**config.mk**
```make
export PLATFORM = sky130hd
export DESIGN_NAME = sensor_log_statistics
export DESIGN_NICKNAME = d
export VERILOG_FILES = /design/src/slstat_pkg.sv /design/src/sensor_log_statistics.sv /design/src/slstat_store.sv /design/src/slstat_divider.sv
export VERILOG_INCLUDE_DIRS = /design/src /design/src/src
export SDC_FILE = /design/constraint.sdc
export NUM_CORES = 2
export LEC_CHECK = 0
export BUFFER_PORTS_ARGS = -buffer_cell sky130_fd_sc_hd__buf_4
export CAP_MARGIN = 20
export CORE_AREA = 2 2 260 518
export DETAILED_ROUTE_END_ITERATION = 12
export DIE_AREA = 0 0 262 520
export MAX_ROUTING_LAYER = met4
export PLACE_DENSITY_LB_ADDON = 0.1
export SLEW_MARGIN = 20
export SYNTH_ARGS = -nofsm -noshare
export SYNTH_HDL_FRONTEND = slang
export SYNTH_SLANG_ARGS = --single-unit
```
**constraint.sdc**
```tcl
create_clock -name clk -period 10.3 [get_ports clk]
set_input_delay 1.03 -clock clk [delete_from_list [all_inputs] [get_ports clk]]
set_output_delay 1.03 -clock clk [all_outputs]
set_load 0.02 [all_outputs]
```
**src/sensor_log_statistics_assert.svh**
```systemverilog
// Assertion macros shared by the sensor log statistics RTL.
// Depends on nothing; included by modules that carry concurrent checks.
`ifndef SENSOR_LOG_STATISTICS_ASSERT_SVH
`define SENSOR_LOG_STATISTICS_ASSERT_SVH

// Condition and consequence checked in the same cycle.
`define SLS_ASSERT_SAME(label, clk, rst_n, cond, cons) \
	label: assert property (@(posedge clk) disable iff (!rst_n) (cond) |-> (cons)) \
		else $error("sensor log statistics: same-cycle check failed");

// Consequence checked in the cycle after the condition.
`define SLS_ASSERT_NEXT(label, clk, rst_n, cond, cons) \
	label: assert property (@(posedge clk) disable iff (!rst_n) (cond) |=> (cons)) \
		else $error("sensor log statistics: next-cycle check failed");

`endif

```
**src/slstat_pkg.sv**
```systemverilog
// Shared types and constants of the sensor log statistics block.
// Depends on nothing; used by every module of the block.
`default_nettype none

package slstat_pkg;

	localparam int VAL_W      = 13;
	localparam int ENTRY_W    = 2 * VAL_W;
	localparam int FRAC_W     = 8;
	localparam int RES_W      = VAL_W + FRAC_W;
	localparam int SUM_W      = 19;
	localparam int DIVIDEND_W = SUM_W + FRAC_W;
	localparam int STEP_W     = $clog2(DIVIDEND_W + 1);
	localparam int COUNT_W    = 7;
	localparam int REQ_W      = 3;

	typedef enum logic [1:0] {
		ST_OK     = 2'd0,
		ST_NOINIT = 2'd1,
		ST_EMPTY  = 2'd2,
		ST_FULL   = 2'd3
	} status_t;

	// Code seven carries no request and is dropped without a reply.
	typedef enum logic [REQ_W-1:0] {
		REQ_ADD    = 3'd0,
		REQ_AVG    = 3'd1,
		REQ_MIN    = 3'd2,
		REQ_MAX    = 3'd3,
		REQ_DUMP   = 3'd4,
		REQ_CLEAR  = 3'd5,
		REQ_INIT   = 3'd6,
		REQ_UNUSED = 3'd7
	} req_t;

endpackage

`default_nettype wire

```
**src/sensor_log_statistics.sv**
```systemverilog
// Sensor log statistics, top level. Add, minimum, maximum, clear, init and the
// error replies answer in the cycle after acceptance, one word per cycle. Average
// answers once both dividers have run their 27 steps, and the block is ready again
// as the answer appears; dump alternates a read of the log memory, whose read data
// is registered, with sending that entry. Results cannot be stalled. Reset clears
// the fill count, sums, extremes and enable; the log memory is left as it is.
`default_nettype none
`include "sensor_log_statistics_assert.svh"

module sensor_log_statistics #(
	parameter int LOG_DEPTH = 64
) (
	input  wire                              clk,
	input  wire                              arst_n,
	input  wire                              start,
	output logic                             busy,
	input  wire  [slstat_pkg::REQ_W-1:0]     req_type,
	input  wire  [slstat_pkg::VAL_W-1:0]     temperature,
	input  wire  [slstat_pkg::VAL_W-1:0]     humidity,
	input  wire  [25:0]                      init_size,
	output logic                             done,
	output logic [1:0]                       status,
	output logic [slstat_pkg::RES_W-1:0]     temp_value,
	output logic [slstat_pkg::RES_W-1:0]     hum_value,
	output logic [slstat_pkg::COUNT_W-1:0]   entry_count,
	output logic                             last
);
	import slstat_pkg::*;

	// The fill count must hold the depth itself; the address only the entries.
	localparam int CNT_W  = $clog2(LOG_DEPTH + 1);
	localparam int ADDR_W = (LOG_DEPTH > 1) ? $clog2(LOG_DEPTH) : 1;

	typedef enum logic [1:0] {
		S_IDLE,
		S_DIV,
		S_DUMP_RD,
		S_DUMP_OUT
	} state_t;

	state_t              state_q;
	logic [CNT_W-1:0]    fill_q;
	logic                enabled_q;
	logic [SUM_W-1:0]    tsum_q;
	logic [SUM_W-1:0]    hsum_q;
	logic [VAL_W-1:0]    tmin_q;
	logic [VAL_W-1:0]    tmax_q;
	logic [VAL_W-1:0]    hmin_q;
	logic [VAL_W-1:0]    hmax_q;
	logic [CNT_W-1:0]    idx_q;

	logic                done_q;
	status_t             status_q;
	logic [RES_W-1:0]    temp_q;
	logic [RES_W-1:0]    hum_q;
	logic [COUNT_W-1:0]  count_q;
	logic                last_q;

	logic                accept;
	req_t                req;
	logic                is_full;
	logic                is_empty;
	logic                mem_we;
	logic                div_start;
	logic [ENTRY_W-1:0]  rd_entry;
	logic [RES_W-1:0]    tquot;
	logic [RES_W-1:0]    hquot;
	logic                tdiv_done;
	logic                hdiv_done;

	assign accept   = start && !busy;
	assign req      = req_t'(req_type);
	assign is_full  = (fill_q == CNT_W'(LOG_DEPTH));
	assign is_empty = (fill_q == '0);

	// A new pair goes into the memory only when logging is on and there is room.
	assign mem_we    = accept && (req == REQ_ADD) && enabled_q && !is_full;
	// Both dividers start together and run the same number of steps.
	assign div_start = accept && (req == REQ_AVG) && enabled_q && !is_empty;

	slstat_store #(
		.DEPTH  (LOG_DEPTH),
		.ADDR_W (ADDR_W)
	) u_store (
		.clk   (clk),
		.we    (mem_we),
		.waddr (fill_q[ADDR_W-1:0]),
		.wdata ({humidity, temperature}),
		.re    (state_q == S_DUMP_RD),
		.raddr (idx_q[ADDR_W-1:0]),
		.rdata (rd_entry)
	);

	slstat_divider #(
		.CNT_W (CNT_W)
	) u_tdiv (
		.clk      (clk),
		.arst_n   (arst_n),
		.start    (div_start),
		.dividend ({tsum_q, FRAC_W'(0)}),
		.divisor  (fill_q),
		.quotient (tquot),
		.done     (tdiv_done)
	);

	slstat_divider #(
		.CNT_W (CNT_W)
	) u_hdiv (
		.clk      (clk),
		.arst_n   (arst_n),
		.start    (div_start),
		.dividend ({hsum_q, FRAC_W'(0)}),
		.divisor  (fill_q),
		.quotient (hquot),
		.done     (hdiv_done)
	);

	// Sequencer: running statistics, request decode and the output word.
	always_ff @(posedge clk or negedge arst_n) begin
		if (!arst_n) begin
			state_q   <= S_IDLE;
			fill_q    <= '0;
			enabled_q <= 1'b0;
			tsum_q    <= '0;
			hsum_q    <= '0;
			tmin_q    <= '0;
			tmax_q    <= '0;
			hmin_q    <= '0;
			hmax_q    <= '0;
			idx_q     <= '0;
			done_q    <= 1'b0;
			status_q  <= ST_OK;
			temp_q    <= '0;
			hum_q     <= '0;
			count_q   <= '0;
			last_q    <= 1'b0;
		end else begin
			done_q <= 1'b0;
			unique case (state_q)
				S_IDLE: begin
					if (accept) begin
						// Defaults for a single word with zero values.
						status_q <= ST_OK;
						temp_q   <= '0;
						hum_q    <= '0;
						count_q  <= COUNT_W'(fill_q);
						last_q   <= 1'b1;
						done_q   <= (req != REQ_UNUSED);
						if (!enabled_q && (req == REQ_ADD || req == REQ_AVG ||
								req == REQ_MIN || req == REQ_MAX)) begin
							status_q <= ST_NOINIT;
						end else begin
							unique case (req)
								REQ_ADD: begin
									temp_q <= {temperature, FRAC_W'(0)};
									hum_q  <= {humidity, FRAC_W'(0)};
									if (is_full) begin
										status_q <= ST_FULL;
									end else begin
										if (is_empty || temperature < tmin_q) tmin_q <= temperature;
										if (is_empty || temperature > tmax_q) tmax_q <= temperature;
										if (is_empty || humidity < hmin_q) hmin_q <= humidity;
										if (is_empty || humidity > hmax_q) hmax_q <= humidity;
										tsum_q  <= tsum_q + SUM_W'(temperature);
										hsum_q  <= hsum_q + SUM_W'(humidity);
										fill_q  <= fill_q + 1'b1;
										count_q <= COUNT_W'(fill_q + 1'b1);
									end
								end
								REQ_AVG: begin
									if (is_empty) begin
										status_q <= ST_EMPTY;
									end else begin
										// The word is sent when the dividers finish.
										done_q  <= 1'b0;
										state_q <= S_DIV;
									end
								end
								REQ_MIN: begin
									if (is_empty) begin
										status_q <= ST_EMPTY;
									end else begin
										temp_q <= {tmin_q, FRAC_W'(0)};
										hum_q  <= {hmin_q, FRAC_W'(0)};
									end
								end
								REQ_MAX: begin
									if (is_empty) begin
										status_q <= ST_EMPTY;
									end else begin
										temp_q <= {tmax_q, FRAC_W'(0)};
										hum_q  <= {hmax_q, FRAC_W'(0)};
									end
								end
								REQ_DUMP: begin
									if (is_empty) begin
										status_q <= ST_EMPTY;
									end else begin
										done_q  <= 1'b0;
										idx_q   <= '0;
										state_q <= S_DUMP_RD;
									end
								end
								REQ_CLEAR: begin
									fill_q  <= '0;
									tsum_q  <= '0;
									hsum_q  <= '0;
									tmin_q  <= '0;
									tmax_q  <= '0;
									hmin_q  <= '0;
									hmax_q  <= '0;
									count_q <= '0;
								end
								REQ_INIT: begin
									enabled_q <= (init_size != '0);
								end
								default: begin
									// Code seven is ignored; no word is sent.
								end
							endcase
						end
					end
				end
				S_DIV: begin
					if (tdiv_done && hdiv_done) begin
						done_q   <= 1'b1;
						status_q <= ST_OK;
						temp_q   <= tquot;
						hum_q    <= hquot;
						count_q  <= COUNT_W'(fill_q);
						last_q   <= 1'b1;
						state_q  <= S_IDLE;
					end
				end
				S_DUMP_RD: begin
					// Read issued this cycle; data arrives next cycle.
					state_q <= S_DUMP_OUT;
				end
				S_DUMP_OUT: begin
					done_q   <= 1'b1;
					status_q <= ST_OK;
					temp_q   <= {rd_entry[VAL_W-1:0], FRAC_W'(0)};
					hum_q    <= {rd_entry[ENTRY_W-1:VAL_W], FRAC_W'(0)};
					count_q  <= COUNT_W'(fill_q);
					last_q   <= (idx_q + 1'b1 == fill_q);
					idx_q    <= idx_q + 1'b1;
					state_q  <= (idx_q + 1'b1 == fill_q) ? S_IDLE : S_DUMP_RD;
				end
				default: begin
					state_q <= S_IDLE;
				end
			endcase
		end
	end

	assign busy        = (state_q != S_IDLE);
	assign done        = done_q;
	assign status      = status_q;
	assign temp_value  = temp_q;
	assign hum_value   = hum_q;
	assign entry_count = count_q;
	assign last        = last_q;

	// The fill count never passes the depth of the memory.
	`SLS_ASSERT_SAME(a_fill_bounded, clk, arst_n, 1'b1, fill_q <= CNT_W'(LOG_DEPTH))
	// A dropped reading is only reported when the log really is full.
	`SLS_ASSERT_SAME(a_full_only_when_full, clk, arst_n, done && status_q == ST_FULL, is_full)
	// A dump word that is not the last one leaves the sequencer still working.
	`SLS_ASSERT_SAME(a_dump_continues, clk, arst_n, done && !last, busy)
	// The two dividers always finish in the same cycle.
	`SLS_ASSERT_SAME(a_div_lockstep, clk, arst_n, tdiv_done || hdiv_done, tdiv_done && hdiv_done)
	// An accepted add with room grows the log by exactly one entry.
	`SLS_ASSERT_NEXT(a_add_grows, clk, arst_n, mem_we, fill_q == $past(fill_q) + 1'b1)

endmodule

`default_nettype wire

```
**src/slstat_store.sv**
```systemverilog
// Log memory: one write port and one read port with registered read data.
// Depends on slstat_pkg for the entry width.
`default_nettype none

module slstat_store #(
	parameter int DEPTH  = 64,
	parameter int ADDR_W = 6
) (
	input  wire                         clk,
	input  wire                         we,
	input  wire  [ADDR_W-1:0]           waddr,
	input  wire  [slstat_pkg::ENTRY_W-1:0] wdata,
	input  wire                         re,
	input  wire  [ADDR_W-1:0]           raddr,
	output logic [slstat_pkg::ENTRY_W-1:0] rdata
);
	import slstat_pkg::*;

	logic [ENTRY_W-1:0] mem [DEPTH];

	always_ff @(posedge clk) begin
		if (we) begin
			mem[waddr] <= wdata;
		end
	end

	always_ff @(posedge clk) begin
		if (re) begin
			rdata <= mem[raddr];
		end
	end

endmodule

`default_nettype wire

```
**src/slstat_divider.sv**
```systemverilog
// Restoring divider, one quotient bit per cycle, for the running average.
// Depends on slstat_pkg for the dividend and result widths.
`default_nettype none

module slstat_divider #(
	parameter int CNT_W = 7
) (
	input  wire                              clk,
	input  wire                              arst_n,
	input  wire                              start,
	input  wire  [slstat_pkg::DIVIDEND_W-1:0] dividend,
	input  wire  [CNT_W-1:0]                 divisor,
	output logic [slstat_pkg::RES_W-1:0]     quotient,
	output logic                             done
);
	import slstat_pkg::*;

	logic [STEP_W-1:0]     steps_q;
	logic [DIVIDEND_W-1:0] work_q;
	logic [CNT_W-1:0]      rem_q;
	logic [CNT_W-1:0]      divisor_q;
	logic                  done_q;
	logic [CNT_W:0]        rem_sh;
	logic                  fits;
	logic [CNT_W:0]        rem_diff;

	// The partial remainder stays below the divisor, so it fits CNT_W bits.
	assign rem_sh   = {rem_q, work_q[DIVIDEND_W-1]};
	assign fits     = rem_sh >= {1'b0, divisor_q};
	assign rem_diff = rem_sh - {1'b0, divisor_q};

	always_ff @(posedge clk or negedge arst_n) begin
		if (!arst_n) begin
			steps_q <= '0;
			done_q  <= 1'b0;
		end else begin
			done_q <= 1'b0;
			if (start) begin
				steps_q <= STEP_W'(DIVIDEND_W);
			end else if (steps_q != '0) begin
				steps_q <= steps_q - 1'b1;
				done_q  <= (steps_q == STEP_W'(1));
			end
		end
	end

	always_ff @(posedge clk) begin
		if (start) begin
			work_q    <= dividend;
			rem_q     <= '0;
			divisor_q <= divisor;
		end else if (steps_q != '0) begin
			work_q <= {work_q[DIVIDEND_W-2:0], fits};
			rem_q  <= fits ? rem_diff[CNT_W-1:0] : rem_sh[CNT_W-1:0];
		end
	end

	assign quotient = work_q[RES_W-1:0];
	assign done     = done_q;

endmodule

`default_nettype wire

```
==> impl_metrics.csv <==
group,metric,value,unit
run_status,status,"completed",
placement,dp_hpwl,143000,um
worst_setup_path,r2r_cells,8,
sta,slew_viol_final,0,
worst_setup_path,reg2reg_slack,5280,ps
yosys,synth_top_cell_area_share,0.661,
sta,tightest_slew,1170,ps
sta,clock.fmax,0.199,GHz
clock_tree,cts_resized,0,
yosys,syn_area,78800,um2
floorplanning,initial_core_util,0.595,
global_routing,grt_max_degree,102,
floorplanning,coreArea,132000,um2
worst_setup_path,cp-start-kind,"flop",
layout,fin_cells,6525,
detailed_routing,ant_nets,0,
clock_tree,cts_buffers,160,
worst_setup_path,cp_data_arrival_time,5580,ps
sta,fin_crit_sh,0.487,
global_routing,grt_pass1_wl,317000,um
yosys,syn_nets,4652,
global_routing,grt_pass1_vias,44167,
layout,post-route-util,0.658,
yosys,ys_types,90,
clock_tree,insertion_delay,820,ps
clock_tree,clk_pin_slew,70,ps
clock_tree,cts_tree,"yes",
sta,relSlewSlack,0.216,
clock_tree,htree_num_levels,4,
detailed_routing,vias_per_cell,6.79,
power_and_ir_drop,power_leakage,29.2,nW
sta,setup_violations,0,
global_routing,antenna_found_initial,21,
yosys,yosysTopAreaCell,"edfxtp_1",
yosys,async_flop_share,0.0888,
sta,period_minus_slack,5020,ps
clock_tree,cts_setup_buffers,0,
detailed_routing,vias,44288,
yosys,yosysMostFrequentCell,"edfxtp_1",
placement,postPlaceCellArea,82100,um2
yosys,synthTopCellsByCount,"edfxtp_1, mux4_2, nand2_1",
detailed_routing,drt_first_pass_iters,8,
sta,setup_tns,0,ps
power_and_ir_drop,power_density,247,nW/um2
yosys,yosys_warnings,0,
power_and_ir_drop,power.total,21.6,mW
yosys,syn_area_per_cell,17.5,um2
sta,worst_slack,5280,ps
sta,rsz0062_at_grt,"no",
yosys,netlist_instances,4491,
sta,hold_viol,0,
layout,area_growth,10.7,%
layout,finalInstanceArea,87200,um2
global_routing,grtUsageTotal,0.347,
clock_tree,clk_root_buffer_cell,"clkbuf_16",
floorplanning,fp.dieH,520,um
hold_path,min_path_type,"input port to async pin",
worst_setup_path,cp.required,10860,ps
yosys,synth-edff-count,1735,
detailed_routing,wire_per_inst,34.6,um
run,cap_viol_max_count,0,
worst_setup_path,critPathKind,"flop to flop",
global_routing,grt.overflow.total,0,
sta,whs,242,ps
detailed_routing,drt_iter0_drc,5294,
clock_tree,clock_path_buffers,3,
floorplanning,die_w,262,um
layout,nNetsFinal,4829,
worst_setup_path,end_kind,"flop",
placement,pre_cts_ws,5270,ps
placement,placedCellCount,6225,
yosys,ys_seq_elements,1937,
power_and_ir_drop,ir_drop,129,uV
sta,fin_skew,27.4,ps
detailed_routing,wirelength,226000,um
floorplanning,fp-row-count,189,
placement,portBuffers,111,
detailed_routing,remaining_drc_errors,0,
layout,layout-drive-gt1-share,0.197,
placement,finalWeightedCongestion,0.933,
clock_tree,holdBufCountCts,0,
yosys,synth_top_flop_cell,"edfxtp_1",
worst_setup_path,crit_fanout,69,
yosys,yosysSeqAreaShare,0.724,
yosys,yosys-top-cells-area,"edfxtp_1, mux4_2, dfrtp_1, mux2i_1, ha_1",
floorplanning,die_area,136000,um2
clock_tree,cts.sinks,1937,
floorplanning,io_pins,112,
[where the power goes]
part	total, mW	leakage (nW)	internal [mW]	switching, mW
combinational	6.08	8.62	2.30	3.78
clock	6.01	2.46	3.26	2.75
sequential	9.48	18.1	9.04	0.449
[sequential cells by signal (all words and copies together) (netlist names), 13 cells and up]
signal	count
u_store.mem	1664
hsum_q	19
hmax_q	13
temp_value	21
u_hdiv.work_q	27
hum_value	21
tsum_q	19
tmax_q	13
u_tdiv.work_q	27
hmin_q	13
u_store.rdata	26
tmin_q	13
[cell families after synthesis]
kind of cell               after synthesis  synth area share
DFF                                   1937             0.724
and+or+nand+nor                        759            0.0450
AOI/OAI and AO/OA                      712            0.0609
muxes                                  605             0.131
buffers and inverters                  338            0.0185
adders and majority gates              103            0.0167
xor gates and xnor gates                37           0.00411
[worst paths after layout]
path                            startpoint                  to
setup reg to reg                  idx_q[0]   u_store.rdata[20]
hold reg to reg            u_hdiv.rem_q[6]     u_hdiv.rem_q[6]
setup / recovery                  idx_q[0]   u_store.rdata[20]
hold / removal                      arst_n          hsum_q[18]
max in group asynchronous           arst_n          tmin_q[11]
min in group clk            temperature[1]  u_store.mem[58][1]
[cell type report]
class                           instances  area [um2]
Sequential cell                      1937       57000
Fill cell                            9084       45300
Multi-Input combinational cell       2216       20600
Clock buffer                          197        4240
Tap cell                             1719        2150
Timing Repair Buffer                  266        2020
Clock inverter                         82         808
Inverter                               87         327
Antenna cell                           21        52.6
[layout by cell type (no fill, tap or decap), types with 25 or more instances in the layout]
| master | instances |
|---|---|
| edfxtp_1 | 1735 |
| mux4_2 | 338 |
| buf_4 | 261 |
| nand2_1 | 255 |
| mux2i_1 | 236 |
| dfrtp_1 | 167 |
| clkbuf_16 | 164 |
| a21oi_1 | 155 |
| nor2_1 | 153 |
| o21ai_0 | 100 |
| ha_1 | 99 |
| inv_1 | 83 |
| nand3_1 | 83 |
| a22oi_1 | 82 |
| nor2_2 | 65 |
| o22ai_1 | 57 |
| o21ai_1 | 42 |
| a22o_1 | 38 |
| a211oi_1 | 37 |
| o221ai_1 | 32 |
| clkbuf_1 | 32 |
| clkinv_1 | 30 |
| dfxtp_1 | 30 |
| nor2b_1 | 28 |
| or2_1 | 28 |
| a41oi_1 | 27 |
| mux2_1 | 27 |
| nor3_1 | 25 |
[worst max-delay path: stages, from the launching register on]
cell and delay (ps):
dfrtp_4 930, buf_12 500, buf_4 710, mux4_2 600, mux2i_1 200, nor2_1 80
a2111oi_0 930, nor2_1 390, and3_1 280
[per-layer routing]
metal  GRT usage  wire, um  part of all wire
met2       0.571    117000              0.52
met4       0.233     17400             0.077
met5           -         0                 0
met3      0.0552     17100             0.076
met1       0.390     74700              0.33
(Power assumes the default switching activity.)
